### config.mk
export PLATFORM = sky130hd
export DESIGN_NAME = cpu_t_state_bus_sequencer
export DESIGN_NICKNAME = d
export VERILOG_FILES = /design/src/hdl/cts_seq_pkg.sv /design/src/hdl/cpu_t_state_bus_sequencer.sv
export VERILOG_INCLUDE_DIRS = /design/src /design/src/hdl
export SDC_FILE = /design/constraint.sdc
export NUM_CORES = 1
export LEC_CHECK = 0
export BUFFER_PORTS_ARGS = -buffer_cell sky130_fd_sc_hd__buf_2
export CAP_MARGIN = 25
export CORE_MARGIN = 4
export CORE_UTILIZATION = 45
export DETAILED_ROUTE_END_ITERATION = 16
export PLACE_DENSITY_LB_ADDON = 0.08
export SETUP_SLACK_MARGIN = 0.05
export SLEW_MARGIN = 5
export SYNTH_ARGS = -nofsm -noshare
export SYNTH_HDL_FRONTEND = slang
export SYNTH_SLANG_ARGS = --single-unit
### constraint.sdc
create_clock -name i_clk -period 2.6 [get_ports i_clk]
set_input_delay 0.13 -clock i_clk [delete_from_list [all_inputs] [get_ports i_clk]]
set_output_delay 0.13 -clock i_clk [all_outputs]
set_load 0.005 [all_outputs]
### src/hdl/cpu_t_state_bus_sequencer_defines.svh
// assertion macros shared by the sequencer rtl
`ifndef CPU_T_STATE_BUS_SEQUENCER_DEFINES_SVH
`define CPU_T_STATE_BUS_SEQUENCER_DEFINES_SVH

// condition on this edge implies consequence on the same edge
`define CTS_ASSERT_SAME(label, clk, rst_n, ante, cons, msg) \
    label: assert property (@(posedge clk) disable iff (!rst_n) (ante) |-> (cons)) \
        else $error(msg);

// condition on this edge implies consequence on the next edge
`define CTS_ASSERT_NEXT(label, clk, rst_n, ante, cons, msg) \
    label: assert property (@(posedge clk) disable iff (!rst_n) (ante) |=> (cons)) \
        else $error(msg);

`endif

### src/hdl/cts_seq_pkg.sv
package cts_seq_pkg;

    // sequencer step, t_step on the output bus carries its code
    typedef enum logic [3:0] {
        ST_FETCH_T1 = 4'd0,
        ST_FETCH_T2 = 4'd1,
        ST_FETCH_T3 = 4'd2,
        ST_FETCH_T4 = 4'd3,
        ST_MEM1_T1  = 4'd4,
        ST_MEM1_T2  = 4'd5,
        ST_MEM1_T3  = 4'd6,
        ST_MEM2_T1  = 4'd7,
        ST_MEM2_T2  = 4'd8,
        ST_MEM2_T3  = 4'd9
    } t_step;

    // opcodes handled by the sequencer
    localparam logic [7:0] OP_LD_BC_NN = 8'h01;
    localparam logic [7:0] OP_LD_BC_A  = 8'h02;
    localparam logic [7:0] OP_INC_BC   = 8'h03;
    localparam logic [7:0] OP_INC_B    = 8'h04;
    localparam logic [7:0] OP_DEC_B    = 8'h05;
    localparam logic [7:0] OP_LD_B_N   = 8'h06;
    localparam logic [7:0] OP_RLCA     = 8'h07;
    localparam logic [7:0] OP_EX_AF    = 8'h08;

    // strobe vector bit positions, all active low
    localparam int SB_M1   = 0;
    localparam int SB_MREQ = 1;
    localparam int SB_RD   = 2;
    localparam int SB_WR   = 3;
    localparam int SB_RFSH = 4;

    // flag bit positions
    localparam int FL_S  = 7;
    localparam int FL_Z  = 6;
    localparam int FL_H  = 4;
    localparam int FL_PV = 2;
    localparam int FL_N  = 1;
    localparam int FL_C  = 0;

    // flag bits that survive the swap from the shadow pair
    localparam logic [7:0] FL_SHADOW_MASK = 8'hD7;

endpackage

### src/hdl/cpu_t_state_bus_sequencer.sv
// channel  | dir | tdata fields, lowest bit first
// ---------+-----+-------------------------------------------------------------
// s stream | in  | clk_high[0] wait_n[1] data_in[9:2], zero pad to 16
// m stream | out | address[15:0] data_out[23:16] m1_n[24] mreq_n[25] rd_n[26]
//          |     | wr_n[27] rfsh_n[28] t_step[32:29] mcycle_count[40:33]
//          |     | reg_a[48:41] reg_bc[64:49] flags_out[72:65], zero pad to 80
//
// one transfer per cycle unless stalled: each bus phase is worked out from the
// architectural registers, which are themselves the result register
// a new phase is taken whenever the result slot is empty or being drained
// a stall on the m side holds the s side, so no phase is ever skipped
// synchronous active-low reset clears all but the strobes, which go inactive
`include "cpu_t_state_bus_sequencer_defines.svh"

module cpu_t_state_bus_sequencer
    import cts_seq_pkg::*;
(
    input  logic        i_clk,
    input  logic        i_rst_n,
    input  logic        i_s_tvalid,
    output logic        o_s_tready,
    input  logic [15:0] i_s_tdata,   // clk_high, wait_n, data_in[7:0], pad
    output logic        o_m_tvalid,
    input  logic        i_m_tready,
    output logic [79:0] o_m_tdata    // address, data_out, m1_n, mreq_n, rd_n,
                                     // wr_n, rfsh_n, t_step, mcycle_count,
                                     // reg_a, reg_bc, flags_out, pad
);

    // architectural and bus registers
    t_step       r_step,   n_step;
    logic [15:0] r_pc,     n_pc;
    logic [7:0]  r_acc,    n_acc;
    logic [7:0]  r_flags,  n_flags;
    logic [7:0]  r_b,      n_b;
    logic [7:0]  r_c,      n_c;
    logic [15:0] r_shadow, n_shadow;
    logic [15:0] r_ir,     n_ir;
    logic [7:0]  r_op,     n_op;
    logic [7:0]  r_cycle,  n_cycle;
    logic [15:0] r_addr,   n_addr;
    logic [7:0]  r_dout,   n_dout;
    logic [4:0]  r_strobe, n_strobe;
    logic        r_out_valid;

    logic       in_xfer;
    logic       hi;
    logic       wait_act;
    logic [7:0] din;
    logic       rd_op;
    logic [7:0] inc_res;
    logic [7:0] dec_res;
    logic [6:0] ir_low_inc;

    // handshake
    assign o_s_tready = !r_out_valid || i_m_tready;
    assign in_xfer    = i_s_tvalid && o_s_tready;
    assign o_m_tvalid = r_out_valid;

    // unpack the phase
    assign hi       = i_s_tdata[0];
    assign wait_act = !i_s_tdata[1];
    assign din      = i_s_tdata[9:2];
    assign rd_op    = (r_op == OP_LD_BC_NN) || (r_op == OP_LD_B_N);

    assign inc_res    = r_b + 8'd1;
    assign dec_res    = r_b - 8'd1;
    assign ir_low_inc = r_ir[6:0] + 7'd1;

    // next step
    always_comb begin
        n_step = r_step;
        case (r_step)
            ST_FETCH_T1: begin
                if (!hi) n_step = ST_FETCH_T2;
            end
            ST_FETCH_T2: begin
                if (!hi && !wait_act) n_step = ST_FETCH_T3;
            end
            ST_FETCH_T3: begin
                if (!hi) n_step = ST_FETCH_T4;
            end
            ST_FETCH_T4: begin
                if (!hi) begin
                    if (rd_op || r_op == OP_LD_BC_A || r_op == OP_INC_BC) begin
                        n_step = ST_MEM1_T1;
                    end else begin
                        n_step = ST_FETCH_T1;
                    end
                end
            end
            ST_MEM1_T1: begin
                if (rd_op || r_op == OP_LD_BC_A || r_op == OP_INC_BC) begin
                    if (!hi) n_step = ST_MEM1_T2;
                end else begin
                    n_step = ST_FETCH_T1;
                end
            end
            ST_MEM1_T2: begin
                if (rd_op || r_op == OP_LD_BC_A) begin
                    if (!hi && !wait_act) n_step = ST_MEM1_T3;
                end else if (r_op == OP_INC_BC) begin
                    if (!hi) n_step = ST_FETCH_T1;
                end else begin
                    n_step = ST_FETCH_T1;
                end
            end
            ST_MEM1_T3: begin
                if (rd_op || r_op == OP_LD_BC_A) begin
                    if (!hi) begin
                        n_step = (r_op == OP_LD_BC_NN) ? ST_MEM2_T1 : ST_FETCH_T1;
                    end
                end else begin
                    n_step = ST_FETCH_T1;
                end
            end
            ST_MEM2_T1: begin
                if (r_op == OP_LD_BC_NN) begin
                    if (!hi) n_step = ST_MEM2_T2;
                end else begin
                    n_step = ST_FETCH_T1;
                end
            end
            ST_MEM2_T2: begin
                if (r_op == OP_LD_BC_NN) begin
                    if (!hi && !wait_act) n_step = ST_MEM2_T3;
                end else begin
                    n_step = ST_FETCH_T1;
                end
            end
            ST_MEM2_T3: begin
                if (r_op == OP_LD_BC_NN) begin
                    if (!hi) n_step = ST_FETCH_T1;
                end else begin
                    n_step = ST_FETCH_T1;
                end
            end
            default: n_step = ST_FETCH_T1;
        endcase
    end

    // bus strobes, address and register updates
    always_comb begin
        n_pc     = r_pc;
        n_acc    = r_acc;
        n_flags  = r_flags;
        n_b      = r_b;
        n_c      = r_c;
        n_shadow = r_shadow;
        n_ir     = r_ir;
        n_op     = r_op;
        n_cycle  = r_cycle;
        n_addr   = r_addr;
        n_dout   = r_dout;
        n_strobe = r_strobe;
        case (r_step)
            ST_FETCH_T1: begin
                if (hi) begin
                    n_addr = r_pc;
                    n_strobe[SB_M1] = 1'b0;
                end else begin
                    n_strobe[SB_MREQ] = 1'b0;
                    n_strobe[SB_RD]   = 1'b0;
                end
            end
            ST_FETCH_T2: begin
                if (!hi && !wait_act) n_op = din;
            end
            ST_FETCH_T3: begin
                if (hi) begin
                    n_addr = r_ir;
                    n_strobe[SB_MREQ] = 1'b1;
                    n_strobe[SB_RD]   = 1'b1;
                    n_strobe[SB_M1]   = 1'b1;
                    n_strobe[SB_RFSH] = 1'b0;
                end else begin
                    n_strobe[SB_MREQ] = 1'b0;
                end
            end
            ST_FETCH_T4: begin
                if (hi) begin
                    n_pc = r_pc + 16'd1;
                    n_ir = {r_ir[15:7], ir_low_inc};
                end else begin
                    // end of the opcode fetch, ops that need no further machine cycle retire here
                    n_strobe[SB_MREQ] = 1'b1;
                    n_strobe[SB_RFSH] = 1'b1;
                    n_cycle = r_cycle + 8'd1;
                    case (r_op)
                        OP_INC_B: begin
                            n_b = inc_res;
                            n_flags = '0;
                            n_flags[FL_S]  = inc_res[7];
                            n_flags[FL_Z]  = (inc_res == 8'd0);
                            n_flags[FL_H]  = (r_b[3:0] == 4'hF);
                            n_flags[FL_PV] = (r_b == 8'h7F);
                            n_flags[FL_C]  = r_flags[FL_C];
                        end
                        OP_DEC_B: begin
                            n_b = dec_res;
                            n_flags = '0;
                            n_flags[FL_S]  = dec_res[7];
                            n_flags[FL_Z]  = (dec_res == 8'd0);
                            n_flags[FL_H]  = (r_b[3:0] == 4'h0);
                            n_flags[FL_PV] = (r_b == 8'h80);
                            n_flags[FL_N]  = 1'b1;
                            n_flags[FL_C]  = r_flags[FL_C];
                        end
                        OP_RLCA: begin
                            n_acc = {r_acc[6:0], r_acc[7]};
                            n_flags = '0;
                            n_flags[FL_S]  = r_flags[FL_S];
                            n_flags[FL_Z]  = r_flags[FL_Z];
                            n_flags[FL_PV] = r_flags[FL_PV];
                            n_flags[FL_C]  = r_acc[7];
                        end
                        OP_EX_AF: begin
                            n_acc    = r_shadow[15:8];
                            n_flags  = r_shadow[7:0] & FL_SHADOW_MASK;
                            n_shadow = {r_acc, r_flags};
                        end
                        default: ;
                    endcase
                end
            end
            ST_MEM1_T1: begin
                if (rd_op) begin
                    if (hi) begin
                        n_addr = r_pc;
                    end else begin
                        n_strobe[SB_MREQ] = 1'b0;
                        n_strobe[SB_RD]   = 1'b0;
                    end
                end else if (r_op == OP_LD_BC_A) begin
                    if (hi) begin
                        n_addr = {r_b, r_c};
                    end else begin
                        n_dout = r_acc;
                        n_strobe[SB_MREQ] = 1'b0;
                    end
                end else if (r_op == OP_INC_BC) begin
                    if (hi) n_c = r_c + 8'd1;
                end
            end
            ST_MEM1_T2: begin
                if (r_op == OP_LD_BC_A) begin
                    if (!hi && !wait_act) n_strobe[SB_WR] = 1'b0;
                end else if (r_op == OP_INC_BC) begin
                    if (hi) begin
                        if (r_c == 8'd0) n_b = r_b + 8'd1;
                    end else begin
                        n_cycle = r_cycle + 8'd1;
                    end
                end
            end
            ST_MEM1_T3: begin
                if (rd_op) begin
                    if (!hi) begin
                        if (r_op == OP_LD_BC_NN) n_c = din;
                        else                     n_b = din;
                        n_strobe[SB_MREQ] = 1'b1;
                        n_strobe[SB_RD]   = 1'b1;
                        n_pc    = r_pc + 16'd1;
                        n_cycle = r_cycle + 8'd1;
                    end
                end else if (r_op == OP_LD_BC_A) begin
                    if (!hi) begin
                        n_strobe[SB_MREQ] = 1'b1;
                        n_strobe[SB_WR]   = 1'b1;
                        n_cycle = r_cycle + 8'd1;
                    end
                end
            end
            ST_MEM2_T1: begin
                if (r_op == OP_LD_BC_NN) begin
                    if (hi) begin
                        n_addr = r_pc;
                    end else begin
                        n_strobe[SB_MREQ] = 1'b0;
                        n_strobe[SB_RD]   = 1'b0;
                    end
                end
            end
            ST_MEM2_T3: begin
                if (r_op == OP_LD_BC_NN && !hi) begin
                    n_b = din;
                    n_strobe[SB_MREQ] = 1'b1;
                    n_strobe[SB_RD]   = 1'b1;
                    n_pc    = r_pc + 16'd1;
                    n_cycle = r_cycle + 8'd1;
                end
            end
            default: ;
        endcase
    end

    // state and result registers
    always_ff @(posedge i_clk) begin
        if (!i_rst_n) begin
            r_step      <= ST_FETCH_T1;
            r_pc        <= '0;
            r_acc       <= '0;
            r_flags     <= '0;
            r_b         <= '0;
            r_c         <= '0;
            r_shadow    <= '0;
            r_ir        <= '0;
            r_op        <= '0;
            r_cycle     <= '0;
            r_addr      <= '0;
            r_dout      <= '0;
            r_strobe    <= '1;
            r_out_valid <= 1'b0;
        end else begin
            if (in_xfer) begin
                r_step   <= n_step;
                r_pc     <= n_pc;
                r_acc    <= n_acc;
                r_flags  <= n_flags;
                r_b      <= n_b;
                r_c      <= n_c;
                r_shadow <= n_shadow;
                r_ir     <= n_ir;
                r_op     <= n_op;
                r_cycle  <= n_cycle;
                r_addr   <= n_addr;
                r_dout   <= n_dout;
                r_strobe <= n_strobe;
            end
            if (in_xfer) begin
                r_out_valid <= 1'b1;
            end else if (i_m_tready) begin
                r_out_valid <= 1'b0;
            end
        end
    end

    // result bus
    assign o_m_tdata = {7'd0, r_flags, r_b, r_c, r_acc, r_cycle, r_step,
                        r_strobe[SB_RFSH], r_strobe[SB_WR], r_strobe[SB_RD],
                        r_strobe[SB_MREQ], r_strobe[SB_M1], r_dout, r_addr};

    // checks
    `CTS_ASSERT_SAME(a_wr_only_in_write, i_clk, i_rst_n,
        !r_strobe[SB_WR], r_step == ST_MEM1_T3,
        "write strobe active outside the write cycle")
    `CTS_ASSERT_SAME(a_rfsh_outside_m1, i_clk, i_rst_n,
        !r_strobe[SB_RFSH], r_strobe[SB_M1] && r_strobe[SB_RD],
        "refresh overlaps fetch strobes")
    `CTS_ASSERT_NEXT(a_hold_without_xfer, i_clk, i_rst_n,
        !in_xfer, $stable(r_step) && $stable(r_cycle) && $stable(r_strobe),
        "state moved without a transfer")
    `CTS_ASSERT_NEXT(a_cycle_step_one, i_clk, i_rst_n,
        in_xfer, (r_cycle == $past(r_cycle)) || (r_cycle == $past(r_cycle) + 8'd1),
        "machine cycle count jumped")
    `CTS_ASSERT_NEXT(a_result_after_xfer, i_clk, i_rst_n,
        in_xfer, o_m_tvalid,
        "transfer taken without a result")

endmodule
Word level (Yosys, flattened, before mapping)

Index checks and enable logic that the tools add are counted.

Bitwise logic cells: 5
Add/subtract/negate cells: 6
Mux-type cells: 87
Eq/ne operators: 57
Reduce and logical (&&, ||, !) cells: 46

Operators with widths:

| kind                                                | count |
|---|---|
| two-way mux 8 bit                                   | 22 |
| two-way mux 16 bit                                  | 10 |
| case mux 8 bit (4 select lines)                     | 3 |
| two-way mux 4 bit                                   | 17 |
| case mux 16 bit (4 select lines)                    | 1 |
| != test 2 bit, second input constant                | 26 |
| case mux 16 bit (3 select lines)                    | 1 |
| case mux 8 bit (2 select lines)                     | 3 |
| case mux 4 bit (10 select lines)                    | 1 |
| equality test 8 x 3 -> 1 bit, second input constant | 4 |
| != test 3 bit, second input constant                | 10 |
| adder 8 x 1 -> 8 bit, second input constant         | 3 |
| logical NOT 8 bit                                   | 3 |
| AND reduction 6 bit                                 | 4 |
| AND reduction 4 bit                                 | 5 |
| two-way mux 1 bit                                   | 18 |
| adder 16 x 1 -> 16 bit, second input constant       | 1 |
| equality test 4 x 3 -> 1 bit, second input constant | 4 |
| equality test 8 x 2 -> 1 bit, second input constant | 2 |
| AND reduction 8 bit                                 | 2 |
| equality test 4 bit, second input constant          | 3 |
| AND reduction 12 bit                                | 1 |
| nonzero test 2 bit                                  | 6 |
| nonzero test 4 bit                                  | 3 |
| other kinds (27)                                    | 48 |

Bits of input ports: 20
Output and inout port bits: 82
Register bits: 121
Logic and storage cells: 221

Logic depth before layout (Yosys ltp)

Depth after elaboration: 7
Depth in mapped cells: 9
Depth with buffers taken out: 8

Worst setup path after synthesis

OpenSTA, ideal clock, no wires.

Kind: register -> register
Start point: register r_op[7]
End point: register r_cycle[4]
Required time: 2530 ps
Slack: 314 ps
Data arrival time: 2215 ps
Cell stages (with the launch flop): 8
Cell sequence: dfxtp_1 or4_4 buf_6 a211o_1 a211oi_2 nand2_2 or4_1 a21oi_1

Cells in the longest elaborated chain, start to end: 4
Elaborated cells on any way between the ends: 13
Those cells by class: 8 x eq/ne; 2 x mux; 3 x reduce/logical

RTL lines:

| item                                                                             | line                                                              | text |
|---|---|---|
| start: declaration                                                               | cpu_t_state_bus_sequencer.sv:39                                   | `logic [7:0] r_op, n_op;` |
| start signal: assignment                                                         | cpu_t_state_bus_sequencer.sv:324                                  | `r_op <= n_op;` |
| equality test 8 x 1 -> 1 bit or equality test 8 x 3 -> 1 bit (tied branches)     | cpu_t_state_bus_sequencer.sv:64, cpu_t_state_bus_sequencer.sv:285 |  |
| logical OR 1 bit or logical AND 1 bit (tied branches)                            | cpu_t_state_bus_sequencer.sv:64, cpu_t_state_bus_sequencer.sv:285 |  |
| != test 3 bit (no line) (tied with other cells)                                  | n/a                                                               |  |
| AND reduction 6 bit (no line) or case mux 8 bit (4 select lines) (tied branches) | n/a                                                               |  |
| end signal: assignment                                                           | cpu_t_state_bus_sequencer.sv:325                                  | `r_cycle <= n_cycle;` |
| end: declaration                                                                 | cpu_t_state_bus_sequencer.sv:40                                   | `logic [7:0] r_cycle, n_cycle;` |

Parallel ways exist; a longest one is shown, timed or not.
A chain may end at the register's enable or synchronous reset.

Worst setup path in the final report

Start point: register r_step[2]
End point: register r_pc[9]

Cells in the longest elaborated chain, start to end: 3
Elaborated cells on any way between the ends: 10
Those cells by class: 7 x eq/ne; 1 x mux; 2 x reduce/logical

RTL lines:

| item                                                          | line                             | text |
|---|---|---|
| start: declaration                                            | cpu_t_state_bus_sequencer.sv:31  | `t_step r_step, n_step;` |
| start signal: assignment                                      | cpu_t_state_bus_sequencer.sv:316 | `r_step <= n_step;` |
| equality test 4 bit (tied with other cells)                   | cpu_t_state_bus_sequencer.sv:156 | `case (r_step)` |
| != test 2 bit (no line) or nonzero test 3 bit (tied branches) | n/a                              |  |
| AND reduction 6 bit (no line)                                 | n/a                              |  |
| end signal: assignment                                        | cpu_t_state_bus_sequencer.sv:317 | `r_pc <= n_pc;` |
| end: declaration                                              | cpu_t_state_bus_sequencer.sv:32  | `logic [15:0] r_pc, n_pc;` |

Parallel ways exist; a longest one is shown, timed or not.

==> results.yml <==
outcome:
  status: "finished, final reports clean"
synth:
  synth_seq_cells: 117
  yosysUniqueCellTypes: 76
  synth_area_um2: 6870
  syn_inst: 867
  synth_edf_count: 0
  synth_top_area_cell: "dfxtp_1"
  yosys_most_used_dff: "dfxtp_1"
  synth_seq_area_share: 0.341
  synthTopCellsByArea: "dfxtp_1 34%, mux2i_1 8.5%, nor2_1 6.9%"
  yosys_warnings: 0
  avgSynthCellArea_um2: 7.92
  synth_top_area_frac: 0.341
  async_reset_ff_frac: 0
setup_path:
  crit_type: "reg2reg"
  r2r-end: "r_pc[9]"
  cp-end-kind: "register"
  ff2ff_setup_slack_ns: 0.08
  r2r-start: "r_step[2]"
  critical_path.cell_chain: "nand4bb_1 -> nor2_1 -> o22ai_2 -> or4_1 -> or3_1 -> a21oi_1"
  slowest_stage: "or4_1"
  start_kind: "register"
  cp_data_arrival_time_ns: 2.88
  r2r_cells: 6
  crit_required_ns: 2.96
  critPathMaxStageDelay_ns: 0.70
  critPathMaxFanout: 10
clocking:
  cts_made_buffers: 17
  clk_latency_ns: 0.42
  htreeDepth: 4
  root_buffer: "clkbuf_16"
  clk_pin_slew_ns: 0.06
  cts_tree: "built"
  clkSinkCount: 117
  clock_path_buffers: 2
placed_design:
  hpwl_um: 15800
  port_buffers: 86
  dpl_cell_area_um2: 7720
  place.gp.congestion: 0.936
  dp.cells: 1129
detailed_routing:
  drtAntennaViolNets: 0
  wirelength_um: 22000
  drt_iter0_markers: 529
  drc: 0
  via_per_inst: 5.90
  dr_total_vias: 6856
  dr.pass1.iters: 6
  routedWlPerCell_um: 18.9
floorplanning:
  fp.dieW_um: 132
  core-area_um2: 14800
  fp-row-count: 44
  start_util: 0.466
  io_pins: 102
  dieArea_um2: 17300
  die_height_um: 132
sta:
  fin_crit_sh: 0.970
  setup_violations: 0
  rsz0062_at_grt: "true"
  period_minus_slack_ns: 2.52
  slew_headroom: 0.566
  skew_ns: 0.00920
  tightest_slew_ns: 0.646
  hold_slack_ns: 0.0327
  clock.fmax_mhz: 397
  final_hold_viol_count: 0
  slew_violations: 0
global_routing:
  grt_pass1_vias: 6498
  grt_use_total: 0.251
  grt_max_degree: 33
  gr-total-overflow: 0
  grt_pass1_wl_um: 35400
  grt_antenna_before_repair: 0
pwr:
  irDropWorstVdd_uv: 458
  total_power_w: 0.00472
  p_leak_nw: 3.36
  powerDensity_nw_per_um2: 565
cells_and_area:
  area_delta_synth_final_pct: 21.7
  n_antenna_cell: 0
  finalNonFillerCells: 1163
  fin_nets: 996
  final_core_util: 0.567
  drive_gt1_frac: 0.216
  final_common_cell: "nor2_1"
  final_cell_mix: "127 x nor2_1, 114 x dfxtp_1, 86 x buf_2"
  final_area_um2: 8360
hold_path:
  hold_start: "i_s_tdata[6]"
  hold_path_class: "in2reg"
  whs_path_depth: 3
  min_to: "r_op[4]"
run:
  cap_violations: 0
-- per-layer routing --
metal	up-vias	track usage	wire, um
met5	-	0	0
met4	0	0.0793	413
met1	3251	0.334	9990
met3	34	0.0520	1330
met2	247	0.408	10300
li1	3324	-	-
-- worst max path at each step --
stage / start / slack, ns / end
after floorplan: r_op[7] / 0.31 / r_cycle[4]
after global placement: r_op[0] / 0.04 / r_addr[9]
after detailed placement: r_op[0] / 0.03 / r_b[3]
after CTS: r_op[7] / 0.07 / r_addr[0]
after global routing: r_step[2] / -0.01 / r_cycle[7]
final: r_step[2] / 0.08 / r_pc[9]
-- area by class of cell --
class	instances	area (um^2)
fillers	1429	6390
multi-input cells	663	4200
flip-flops and latches	117	2350
repair buffers	147	916
clock buffers	19	443
well taps	184	230
clock inverters	13	145
inverters	20	75.1
-- synthesized netlist by cell type, types with 10 or more instances --
| library cell | number |
|---|---|
| a211oi_1 | 34 |
| a21oi_1 | 58 |
| and3_1 | 10 |
| buf_2 | 17 |
| clkbuf_1 | 41 |
| dfxtp_1 | 117 |
| ha_1 | 10 |
| inv_1 | 20 |
| mux2i_1 | 58 |
| nand2_1 | 68 |
| nand2b_1 | 13 |
| nand3_1 | 30 |
| nand4_1 | 14 |
| nor2_1 | 127 |
| nor3_1 | 28 |
| nor4_1 | 10 |
| o21ai_0 | 34 |
| xnor2_1 | 19 |
| xor2_1 | 11 |
-- what timing repair did --
item,4_1_cts,5_1_grt
pin swaps,0,3
gates resized for setup,1,9
setup endpoints to repair,6,51
hold endpoints to repair,1,0
gates cloned,0,0
setup buffers,0,1
hold buffers,1,0
-- registers in the layout, indices dropped and copies added (netlist names), 4 cells and up --
register  cells
r_c           8
r_cycle       8
r_step        4
r_acc         8
r_ir          7
r_b           8
r_op          8
r_addr       16
r_pc         16
r_flags       6
r_strobe      5
r_dout        8
r_shadow     14
-- kinds of logic after synthesis --
kind of cell,share of synthesized area
AOI/OAI and AO/OA,0.182
xor gates and xnor gates,0.0382
adders and majority gates,0.0182
buffers and inverters,0.0610
DFF,0.341
muxes,0.0861
other,0.000546
and+or+nand+nor,0.273
-- critical path: cells and delay by family, from the launching register on --
family          cells  cell delay, ns
flops               1            0.55
simple gates        4            1.63
compound gates      2            0.27
-- metrics by stage --
stage | TNS (ns) | worst slack [ns]
4_1_cts | 0 | 0.0691
2_1_floorplan | 0 | 0.314
3_3_place_gp | 0 | 0.0412
6_report | 0 | 0.0787
3_5_place_dp | 0 | 0.0288
5_1_grt | -0.0120 | -0.0105
-- report_power, final --
part	leakage [nW]	internal, W	switching [W]
Combinational	2.12	0.000195	0.000302
Clock	0.292	0.00145	0.000894
Sequential	0.948	0.00184	0.0000485
Power figures use the tool's default switching activity.
